### config.mk
export PLATFORM = sky130hd
export DESIGN_NAME = sacl_policy
export DESIGN_NICKNAME = d
export VERILOG_FILES = /design/src/sv/set_assoc_cache_tag_lru_top_defines.svh /design/src/sv/sacl_pkg.sv /design/src/sv/sacl_policy.sv
export SDC_FILE = /design/constraint.sdc
export NUM_CORES = 2
export LEC_CHECK = 0
export ABC_CLOCK_PERIOD_IN_PS = 24500
export BUFFER_PORTS_ARGS = -buffer_cell sky130_fd_sc_hd__buf_2
export CAP_MARGIN = 15
export CORE_AREA = 2 2 536 538
export DETAILED_ROUTE_END_ITERATION = 8
export DIE_AREA = 0 0 538 540
export SLEW_MARGIN = 10
export SYNTH_ARGS = -nofsm -noshare
export SYNTH_HDL_FRONTEND = slang
export SYNTH_SLANG_ARGS = --single-unit
### constraint.sdc
create_clock -name vclk -period 24.5
set_clock_uncertainty 0.15 [all_clocks]
set_input_delay 0 -clock vclk [all_inputs]
set_output_delay 0 -clock vclk [all_outputs]
set_load 0.02 [all_outputs]
### src/sv/set_assoc_cache_tag_lru_top_defines.svh
// assertion macros for the cache tag and lru engine
`ifndef SET_ASSOC_CACHE_TAG_LRU_TOP_DEFINES_SVH
`define SET_ASSOC_CACHE_TAG_LRU_TOP_DEFINES_SVH

`ifndef SYNTH
// same-cycle implication
`define SACL_ASSERT_NOW(lbl, clk, rst, ante, cons) \
   lbl: assert property (@(posedge clk) disable iff (rst) (ante) |-> (cons)) \
      else $error("sacl: same-cycle check failed");
// next-cycle implication
`define SACL_ASSERT_NEXT(lbl, clk, rst, ante, cons) \
   lbl: assert property (@(posedge clk) disable iff (rst) (ante) |=> (cons)) \
      else $error("sacl: next-cycle check failed");
`else
`define SACL_ASSERT_NOW(lbl, clk, rst, ante, cons)
`define SACL_ASSERT_NEXT(lbl, clk, rst, ante, cons)
`endif

`endif

### src/sv/sacl_pkg.sv
`default_nettype none

package sacl_pkg;

   localparam int SETS       = 64;
   localparam int WAYS       = 8;
   localparam int LINE_BYTES = 64;
   localparam int ADDR_BITS  = 48;

   localparam int OFF_W      = $clog2(LINE_BYTES);
   localparam int SET_W      = $clog2(SETS);
   localparam int TAG_W      = ADDR_BITS - OFF_W;
   localparam int WAY_W      = 3;
   localparam int IB_W       = 3;
   localparam int STAMP_W    = 32;
   localparam int MODE_W     = 3;
   localparam int RSP_DATA_W = 56;

   localparam logic [IB_W-1:0] IB_RESET = IB_W'(SET_W);

   typedef enum logic [MODE_W-1:0] {
      MODE_LOOKUP     = 3'd0,
      MODE_FILL       = 3'd1,
      MODE_INVALIDATE = 3'd2,
      MODE_FLUSH_SET  = 3'd3,
      MODE_MARK_DIRTY = 3'd4
   } mode_type;

   typedef logic [WAYS-1:0][TAG_W-1:0] tag_row_type;

   // one set worth of tag state
   typedef struct packed {
      tag_row_type                    tag;
      logic [WAYS-1:0][STAMP_W-1:0]   age;
      logic [WAYS-1:0]                valid;
      logic [WAYS-1:0]                dirty;
   } row_type;

   // first result of an item plus what is left of a flush
   typedef struct packed {
      logic                  hit;
      logic [WAY_W-1:0]      way;
      logic                  wb_valid;
      logic [ADDR_BITS-1:0]  wb_addr;
      logic [WAYS-1:0]       rest;
      logic [SET_W-1:0]      set_idx;
      logic [IB_W-1:0]       ib;
   } rsp_load_type;

   // lowest set bit of a way mask
   function automatic logic [WAY_W-1:0] first_one(input logic [WAYS-1:0] mask);
      logic [WAY_W-1:0] r;
      r = '0;
      for (int w = WAYS - 1; w >= 0; w--) begin
         if (mask[w]) begin
            r = WAY_W'(w);
         end
      end
      return r;
   endfunction

   // line start address rebuilt from a stored tag and the set
   function automatic logic [ADDR_BITS-1:0] line_addr(input logic [TAG_W-1:0] tag,
                                                      input logic [SET_W-1:0] set_idx,
                                                      input logic [IB_W-1:0]  ib);
      logic [ADDR_BITS-1:0] t;
      logic [ADDR_BITS-1:0] s;
      t = {tag, {OFF_W{1'b0}}} << ib;
      s = ADDR_BITS'({set_idx, {OFF_W{1'b0}}});
      return t | s;
   endfunction

endpackage

`default_nettype wire

### src/sv/sacl_policy.sv
`default_nettype none

module sacl_policy
   import sacl_pkg::*;
(
   input  wire mode_type             mode,
   input  wire logic [TAG_W-1:0]     tag,
   input  wire logic [SET_W-1:0]     set_idx,
   input  wire logic [IB_W-1:0]      ib,
   input  wire logic [STAMP_W-1:0]   stamp,
   input  wire row_type              row,
   output row_type                   new_row,
   output rsp_load_type              ld
);

   localparam int NODES = 1 << WAY_W;

   logic [WAYS-1:0]     hit_vec;
   logic                any_hit;
   logic [WAY_W-1:0]    hit_way;
   logic [WAY_W-1:0]    inv_way;
   logic [WAY_W-1:0]    victim;
   logic [WAYS-1:0]     dirty_mask;
   logic [WAY_W-1:0]    dirty_way;
   logic [STAMP_W-1:0]  node_age [2*NODES-1];
   logic [WAY_W-1:0]    node_way [2*NODES-1];

   always_comb begin
      for (int w = 0; w < WAYS; w++) begin
         hit_vec[w] = row.valid[w] && (row.tag[w] == tag);
      end
   end

   assign any_hit    = |hit_vec;
   assign hit_way    = first_one(hit_vec);
   assign inv_way    = first_one(~row.valid);
   assign dirty_mask = row.valid & row.dirty;
   assign dirty_way  = first_one(dirty_mask);

   // oldest stamp, tie goes to the lower way
   always_comb begin
      for (int i = 0; i < NODES; i++) begin
         if (i < WAYS) begin
            node_age[NODES-1+i] = row.age[i];
         end else begin
            node_age[NODES-1+i] = '1;
         end
         node_way[NODES-1+i] = WAY_W'(i);
      end
      for (int i = NODES - 2; i >= 0; i--) begin
         if (node_age[2*i+2] < node_age[2*i+1]) begin
            node_age[i] = node_age[2*i+2];
            node_way[i] = node_way[2*i+2];
         end else begin
            node_age[i] = node_age[2*i+1];
            node_way[i] = node_way[2*i+1];
         end
      end
   end

   assign victim = (&row.valid) ? node_way[0] : inv_way;

   always_comb begin
      new_row    = row;
      ld         = '0;
      ld.set_idx = set_idx;
      ld.ib      = ib;
      case (mode)
         MODE_LOOKUP, MODE_MARK_DIRTY: begin
            if (any_hit) begin
               new_row.age[hit_way] = stamp;
               if (mode == MODE_MARK_DIRTY) begin
                  new_row.dirty[hit_way] = 1'b1;
               end
               ld.hit = 1'b1;
               ld.way = hit_way;
            end
         end
         MODE_FILL: begin
            if (any_hit) begin
               new_row.age[hit_way] = stamp;
               ld.hit = 1'b1;
               ld.way = hit_way;
            end else begin
               ld.way = victim;
               if ((&row.valid) && row.dirty[victim]) begin
                  ld.wb_valid = 1'b1;
                  ld.wb_addr  = line_addr(row.tag[victim], set_idx, ib);
               end
               new_row.tag[victim]   = tag;
               new_row.valid[victim] = 1'b1;
               new_row.dirty[victim] = 1'b0;
               new_row.age[victim]   = stamp;
            end
         end
         MODE_INVALIDATE: begin
            if (any_hit) begin
               ld.hit = 1'b1;
               ld.way = hit_way;
               if (row.dirty[hit_way]) begin
                  ld.wb_valid = 1'b1;
                  ld.wb_addr  = line_addr(tag, set_idx, ib);
               end
               new_row.valid[hit_way] = 1'b0;
               new_row.dirty[hit_way] = 1'b0;
            end
         end
         MODE_FLUSH_SET: begin
            if (|dirty_mask) begin
               ld.way      = dirty_way;
               ld.wb_valid = 1'b1;
               ld.wb_addr  = line_addr(row.tag[dirty_way], set_idx, ib);
               ld.rest     = dirty_mask & (dirty_mask - WAYS'(1));
            end
            new_row.valid = '0;
            new_row.dirty = '0;
         end
         default: begin
         end
      endcase
   end

endmodule

`default_nettype wire

==> run summary <==
First-pass GRT wire length = 551000 um
Largest net degree at the start of global routing = 154
Gr usage total = 28.7%
Crit path largest cell delay = 0.89 ns
DR vias = 58.2k
Synth Area per Inst = 6.48 um2
Pre-CTS setup slack = 11.07 ns
Cell Rows = 196
Commonest cells post-synth = a21oi_1 (819), nand2_1 (681), o21ai_0 (552), clkbuf_1 (498), mux2i_1 (402)
Worst EP arrival = 13.58 ns
Initial antenna violation count = 303
Syn. warnings = 0
Post-CTS Setup Bufs = 0
Final setup TNS = 0 ns
Crit path time final = 13.73 ns
Count of cell types in the netlist = 96
Count leader, synth = a21oi_1
Worst min-delay path class = in -> out
Fin util = 17.0%
Die height = 540 um
Critical path endpoint category = output pin
Die Wd = 538 um
Max VDD drop = 0.0149 mV
Area grow syn2layout = 28.3%
DRC Markers = 0
Placer Congestion = 1.05
Relative slew slack = 8.60%
Worst-Margin Slew = 1.36 ns
Hold Buf Count CTS = 0
Clock buffers = 0
PostCTS Resize Cnt = 0
DP Area = 48100 um2
Initial DRC count = 10.1k
Final cycle utilization of the critical path = 56.0%
Post-synth top area cell = mux2_2
Register area = 0 um2
Synth area leaders = mux2_2 (11%), a21oi_1 (11%), mux2i_1 (11%), o21ai_0 (7.3%), ha_1 (7.2%)
Sequential share of the synthesized area = 0%
Post-route cell area = 48500 um2
Port bufs = 1365
Post-route ant nets = 0
Drt total wl = 445000 um
CP Max Fanout = 39
CP most frequent cell = buf_4
# setup viols final = 0
I/O pins = 1372
RSZ-0062 raised after global routing = false
Share of cells above drive strength 1 = 30.3%
Mapped Cells = 5836
P_leak = 20.2 nW
Hold WS = 0.133 ns
Nets = 7615
Crit path required time = 24.35 ns
Post-Layout Cell Count = 10.6k
CORE AREA = 284000 um2
TritonRoute pass-1 iters = 8
Setup Crit Path Kind = in -> out
Final setup margin = 10.77 ns
Hpwl dp = 363000 um
Grt ovf = 0
Final Power = 1.64 mW
Max Slew Vio Count = 0
Status = finished, final reports clean
Maxcap violations = 0
Vias in the first global route = 49.7k
PD cells = 33.8 nW/um2
Crit. Startpoint = row[44]
Critical path buffers and inverters = 10
Starting density of the core = 13.3%
Top Family by Delay on Critical Path = compound AO/OA/AOI/OAI gates
Die area = 291000 um2
Wire per inst = 41.9 um
Setup crit start kind = input port
Hold path start = set_idx[1]
Top-area cell type share of the netlist area = 11.4%
Avg Vias per Cell = 5.48
Fmax = 72.9 MHz
DP Cell Count = 10.5k
Cell area after synthesis = 37800 um2
Slowest-stage cell, CP = a2111oi_0
Seq cells = 0
Hold Violations, Final = 0
[logic make-up (layout without fill, tap and decap cells)]
| family | Yosys count | in the layout | share of synthesized area, % |
|---|---|---|---|
| compound gates | 2198 | 2198 | 35.9 |
| xor+xnor | 314 | 314 | 7.28 |
| fa+ha+maj | 217 | 217 | 7.18 |
| buf+inv | 846 | 1706 | 8.97 |
| mux | 807 | 807 | 23.4 |
| other cells | 1 | 152 | 0.00992 |
| simple gates | 1453 | 1453 | 17.3 |
[final timing paths]
kind	to	depth (start not counted)
min	ld[4]	2
max	ld[45]	41
[power by group]
group	internal, mW	switching, mW	total, mW
clock network	0.000000254	0	0.000000255
logic	0.466	1.17	1.64
registers	0	0	0
[layer usage]
layer / global-route usage (%) / routed length [um]
met1: 38.2 / 186000
met2: 37.7 / 163000
met3: 14.1 / 66700
met4: 13.4 / 27400
met5: 0 / 1400
[cells in the final DEF (no fill, tap or decap), types with 145 or more instances in the layout]
master,instances
mux2i_1,402
a21oi_1,818
o2bb2ai_1,226
nand3_1,148
mux2_2,382
diode_2,145
xnor2_1,279
o21ai_0,549
ha_1,217
buf_2,1364
nor2_1,247
nand2_1,671
inv_1,193
a211oi_1,167
[area by class of cell]
class	count	area, um2
Antenna cell	145	363
Tap cell	3762	4710
Multi-Input combinational cell	4996	34700
Inverter	198	746
Timing Repair Buffer	1508	7940
Fill cell	33000	236000
Note: power is estimated with default switching activity, not from simulation.
