File: config.mk
export PLATFORM = sky130hd
export DESIGN_NAME = sacl_rsp_queue
export DESIGN_NICKNAME = d
export VERILOG_FILES = /design/src/sv/set_assoc_cache_tag_lru_top_defines.svh /design/src/sv/sacl_pkg.sv /design/src/sv/sacl_rsp_queue.sv
export SDC_FILE = /design/constraint.sdc
export NUM_CORES = 1
export LEC_CHECK = 0
export ABC_AREA = 1
export BUFFER_PORTS_ARGS = -buffer_cell sky130_fd_sc_hd__clkbuf_2
export CAP_MARGIN = 10
export CELL_PAD_IN_SITES_DETAIL_PLACEMENT = 0
export CELL_PAD_IN_SITES_GLOBAL_PLACEMENT = 2
export CORE_UTILIZATION = 25
export DETAILED_ROUTE_END_ITERATION = 8
export PLACE_DENSITY_LB_ADDON = 0.1
export SYNTH_ARGS = -nofsm -noshare
export SYNTH_HDL_FRONTEND = slang
export SYNTH_SLANG_ARGS = --single-unit
export TNS_END_PERCENT = 5
File: constraint.sdc
create_clock -name clock -period 3.4 [get_ports clock]
set_input_delay 0.34 -clock clock [delete_from_list [all_inputs] [get_ports clock]]
set_output_delay 0.34 -clock clock [all_outputs]
set_load 0.005 [all_outputs]
File: src/sv/set_assoc_cache_tag_lru_top_defines.svh
// assertion macros for the cache tag and lru engine
`ifndef SET_ASSOC_CACHE_TAG_LRU_TOP_DEFINES_SVH
`define SET_ASSOC_CACHE_TAG_LRU_TOP_DEFINES_SVH

`ifndef SYNTH
// same-cycle implication
`define SACL_ASSERT_NOW(lbl, clk, rst, ante, cons) \
   lbl: assert property (@(posedge clk) disable iff (rst) (ante) |-> (cons)) \
      else $error("sacl: same-cycle check failed");
// next-cycle implication
`define SACL_ASSERT_NEXT(lbl, clk, rst, ante, cons) \
   lbl: assert property (@(posedge clk) disable iff (rst) (ante) |=> (cons)) \
      else $error("sacl: next-cycle check failed");
`else
`define SACL_ASSERT_NOW(lbl, clk, rst, ante, cons)
`define SACL_ASSERT_NEXT(lbl, clk, rst, ante, cons)
`endif

`endif

File: src/sv/sacl_pkg.sv
`default_nettype none

package sacl_pkg;

   localparam int SETS       = 64;
   localparam int WAYS       = 8;
   localparam int LINE_BYTES = 64;
   localparam int ADDR_BITS  = 48;

   localparam int OFF_W      = $clog2(LINE_BYTES);
   localparam int SET_W      = $clog2(SETS);
   localparam int TAG_W      = ADDR_BITS - OFF_W;
   localparam int WAY_W      = 3;
   localparam int IB_W       = 3;
   localparam int STAMP_W    = 32;
   localparam int MODE_W     = 3;
   localparam int RSP_DATA_W = 56;

   localparam logic [IB_W-1:0] IB_RESET = IB_W'(SET_W);

   typedef enum logic [MODE_W-1:0] {
      MODE_LOOKUP     = 3'd0,
      MODE_FILL       = 3'd1,
      MODE_INVALIDATE = 3'd2,
      MODE_FLUSH_SET  = 3'd3,
      MODE_MARK_DIRTY = 3'd4
   } mode_type;

   typedef logic [WAYS-1:0][TAG_W-1:0] tag_row_type;

   // one set worth of tag state
   typedef struct packed {
      tag_row_type                    tag;
      logic [WAYS-1:0][STAMP_W-1:0]   age;
      logic [WAYS-1:0]                valid;
      logic [WAYS-1:0]                dirty;
   } row_type;

   // first result of an item plus what is left of a flush
   typedef struct packed {
      logic                  hit;
      logic [WAY_W-1:0]      way;
      logic                  wb_valid;
      logic [ADDR_BITS-1:0]  wb_addr;
      logic [WAYS-1:0]       rest;
      logic [SET_W-1:0]      set_idx;
      logic [IB_W-1:0]       ib;
   } rsp_load_type;

   // lowest set bit of a way mask
   function automatic logic [WAY_W-1:0] first_one(input logic [WAYS-1:0] mask);
      logic [WAY_W-1:0] r;
      r = '0;
      for (int w = WAYS - 1; w >= 0; w--) begin
         if (mask[w]) begin
            r = WAY_W'(w);
         end
      end
      return r;
   endfunction

   // line start address rebuilt from a stored tag and the set
   function automatic logic [ADDR_BITS-1:0] line_addr(input logic [TAG_W-1:0] tag,
                                                      input logic [SET_W-1:0] set_idx,
                                                      input logic [IB_W-1:0]  ib);
      logic [ADDR_BITS-1:0] t;
      logic [ADDR_BITS-1:0] s;
      t = {tag, {OFF_W{1'b0}}} << ib;
      s = ADDR_BITS'({set_idx, {OFF_W{1'b0}}});
      return t | s;
   endfunction

endpackage

`default_nettype wire

File: src/sv/sacl_rsp_queue.sv
`default_nettype none

module sacl_rsp_queue
   import sacl_pkg::*;
(
   input  wire logic                   clock,
   input  wire logic                   reset,
   input  wire logic                   load,
   input  wire rsp_load_type           ld,
   input  wire tag_row_type            ld_tags,
   output logic                        free,
   output logic                        rsp_tvalid,
   input  wire logic                   rsp_tready,
   output logic [RSP_DATA_W-1:0]       rsp_tdata,
   output logic                        rsp_tlast
);

   logic                  valid_ff;
   logic                  hit_ff;
   logic [WAY_W-1:0]      way_ff;
   logic                  wbv_ff;
   logic [ADDR_BITS-1:0]  wba_ff;
   logic [WAYS-1:0]       rest_ff;
   tag_row_type           tags_ff;
   logic [SET_W-1:0]      set_ff;
   logic [IB_W-1:0]       ib_ff;
   logic                  pop;
   logic [WAY_W-1:0]      next_way;

   assign pop      = valid_ff && rsp_tready;
   assign free     = !valid_ff || (pop && (rest_ff == '0));
   assign next_way = first_one(rest_ff);

   always_ff @(posedge clock) begin
      if (reset) begin
         valid_ff <= 1'b0;
         rest_ff  <= '0;
      end else if (load) begin
         valid_ff <= 1'b1;
         rest_ff  <= ld.rest;
      end else if (pop) begin
         if (rest_ff != '0) begin
            rest_ff <= rest_ff & (rest_ff - WAYS'(1));
         end else begin
            valid_ff <= 1'b0;
         end
      end
   end

   always_ff @(posedge clock) begin
      if (load) begin
         hit_ff  <= ld.hit;
         way_ff  <= ld.way;
         wbv_ff  <= ld.wb_valid;
         wba_ff  <= ld.wb_addr;
         tags_ff <= ld_tags;
         set_ff  <= ld.set_idx;
         ib_ff   <= ld.ib;
      end else if (pop && (rest_ff != '0)) begin
         hit_ff <= 1'b0;
         way_ff <= next_way;
         wbv_ff <= 1'b1;
         wba_ff <= line_addr(tags_ff[next_way], set_ff, ib_ff);
      end
   end

   assign rsp_tvalid = valid_ff;
   assign rsp_tlast  = (rest_ff == '0);
   assign rsp_tdata  = {{(RSP_DATA_W-ADDR_BITS-WAY_W-2){1'b0}}, wba_ff, wbv_ff, way_ff, hit_ff};

endmodule

`default_nettype wire

==> flow_metrics.env <==
export IMPL_status="finished clean"
export IMPL_detail_route_vias_per_cell=4.44
export IMPL_required_ps=3720
export IMPL_antenna_found_initial=2
export IMPL_area_growth_pct=45.7
export IMPL_yosysWarnings=0
export IMPL_nNetsFinal=3091
export IMPL_grt_max_degree=117
export IMPL_netlist_area_um2=18800
export IMPL_start_kind="flop"
export IMPL_fin_crit_sh_pct=86.9
export IMPL_cts_max_path_buffers=3
export IMPL_arrival_ps=3280
export IMPL_tightestPinTransition_ps=1010
export IMPL_gp_congestion=0.747
export IMPL_final_common_cell="nand3_1"
export IMPL_cts_buffers=50
export IMPL_numClockSinks=407
export IMPL_rsz0062_at_grt="false"
export IMPL_die_area_um2=76300
export IMPL_yosysUniqueCellTypes=27
export IMPL_num_rows=100
export IMPL_first_pass_iters=5
export IMPL_hold_violations=0
export IMPL_maxCapViolCount=0
export IMPL_cts_tree="done"
export IMPL_cts_setup_buffers=0
export IMPL_hold_ws_ps=35.4
export IMPL_io_buffer_count=465
export IMPL_start_util_pct=25.3
export IMPL_gr_total_overflow=0
export IMPL_grt_usage_pct=18.6
export IMPL_synth_ff_type="edfxtp_1"
export IMPL_fin_skew_ps=24.1
export IMPL_nFillCells=7601
export IMPL_critPathMaxFanout=38
export IMPL_holdBufCountCts=365
export IMPL_cts_resized=0
export IMPL_die_y_um=276
export IMPL_timing_fmax_ghz=0.338
export IMPL_ant_nets=0
export IMPL_synth_edf_count=398
export IMPL_dp_hpwl_mm=50.6
export IMPL_drt_wirelength_per_cell_um=19.6
export IMPL_hp_class="in2reg"
export IMPL_grt_pass1_vias=16500
export IMPL_core_area_um2=74400
export IMPL_drive_gt1_share_pct=21.2
export IMPL_fin_crit_ps=2950
export IMPL_clk_pin_slew_worst_paths_ps=50
export IMPL_drc=0
export IMPL_p_per_area_nw_per_um2=517
export IMPL_htree_levels=2
export IMPL_placed_cells=3233
export IMPL_ys_seq_area_share_pct=64.5
export IMPL_critPathKind="reg2reg"
export IMPL_synth_async_reset_ratio_pct=0
export IMPL_final_cell_mix="nand3_1, clkbuf_2, nand2_1"
export IMPL_max_slew_margin_pct=32.8
export IMPL_end_kind="flop"
export IMPL_grt_pass1_wl_mm=106
export IMPL_setup_viol=0
export IMPL_instances_no_fill=3687
export IMPL_finalSetupTns_ps=0
export IMPL_root_buffer="clkbuf_16"
export IMPL_die_w_um=276
export IMPL_drtIter0Drc=922
export IMPL_wl_mm=72.4
export IMPL_vias=16400
export IMPL_peakVddDrop_v=0.000432
export IMPL_clk_latency_ps=600
export IMPL_diodes=0
export IMPL_synthCells=1890
export IMPL_io_pins=469
export IMPL_drv_slew=0
export IMPL_leakage_nw=12.3
export IMPL_avgSynthCellArea_um2=9.95
export IMPL_finalPower_w=0.0142
export IMPL_synth_seq_cells=407
synth_stat cells, types with 2 or more instances:
library cell  instances  area share (%)
a21oi_1              13            0.35
buf_1                15            0.30
buf_2                37            0.98
buf_4                11            0.44
buf_6                 9            0.54
clkbuf_1             51             1.0
clkinv_1              3           0.060
dfxtp_1               9            0.96
edfxtp_1            398              64
inv_1               258             5.1
inv_2                 5            0.10
nand2_1             429             8.6
nand3_1             566              15
nand3b_1             47             1.9
nor2_1               24            0.48
o211ai_1              2           0.080
o21ai_0               3           0.080
routing by layer:
| layer | part of all wire (%) | global-route usage, % |
|---|---|---|
| met1 | 47 | 26.4 |
| met3 | 4.3 | 2.74 |
| met2 | 47 | 30.2 |
| met5 | 0.018 | 0 |
| met4 | 1.6 | 3.74 |
through the flow:
stage | util [%] | cell area [um^2] | setup slack (ps)
floorplan | - | 18800 | 1070
global placement | 29.8 | 22200 | 433
detailed placement | 29.8 | 22200 | 437
CTS | 36.8 | 27400 | 408
global route | 36.8 | 27400 | 116
finish | 36.8 | 27400 | 446
power by group:
| group | switching, W | internal (W) |
|---|---|---|
| Combinational | 0.00186 | 0.00111 |
| Sequential | 0.000125 | 0.00599 |
| Clock | 0.00214 | 0.00292 |
| Total | 0.00413 | 0.0100 |
flip-flops by register name, indices dropped and copies added, names as in the netlist:
register,count
tags_ff,336
ib_ff,3
wbv_ff,1
rest_ff,8
set_ff,6
hit_ff,1
rsp_tvalid,1
wba_ff,48
way_ff,3
cell type report:
class	instances	area (um^2)	share of cell area, %
inverter	266	1010	3.67
clock buffer	59	1280	4.69
tap	969	1210	4.42
timing repair buffer	861	6440	23.5
sequential	407	12100	44.3
multi-input combinational	1095	5090	18.6
clock inverter	30	246	0.899
worst max-delay path, cell delays in order, from the launching register on:
cell and delay, ps:
dfxtp_1 410, inv_2 40, nand2_1 60, nand2_1 50, nand2_1 60, nand2_1 60
nand2_1 150, nand2_8 130, nand2_8 220, buf_12 240, buf_12 210, nand2_1 60
nand3_1 70, nand3_1 190, nand3_1 150, nand3_1 120, nand2_1 110, nand2_1 50
nand3_1 160, nand2_1 80
worst paths after layout:
path / endpoint / start / slack, ps / cells past startpoint
max: wba_ff[36] / rest_ff[6] / 450 / 19
min: wba_ff[30] / ld[47] / 40 / 3
max reg2reg: wba_ff[36] / rest_ff[6] / 450 / 19
min reg2reg: rest_ff[1] / rest_ff[1] / 490 / 2
kinds of logic (layout without fill, tap and decap cells):
kind of cell           count (synthesis)  after routing  share of synthesized area (%)
and+or+nand+nor                     1070           1070                           26.1
DFF                                  407            407                           64.5
buffers and inverters                390           1216                           8.67
AOI/OAI and AO/OA                     22             22                          0.659
other                                  1              3                         0.0199
(Power assumes the default switching activity.)
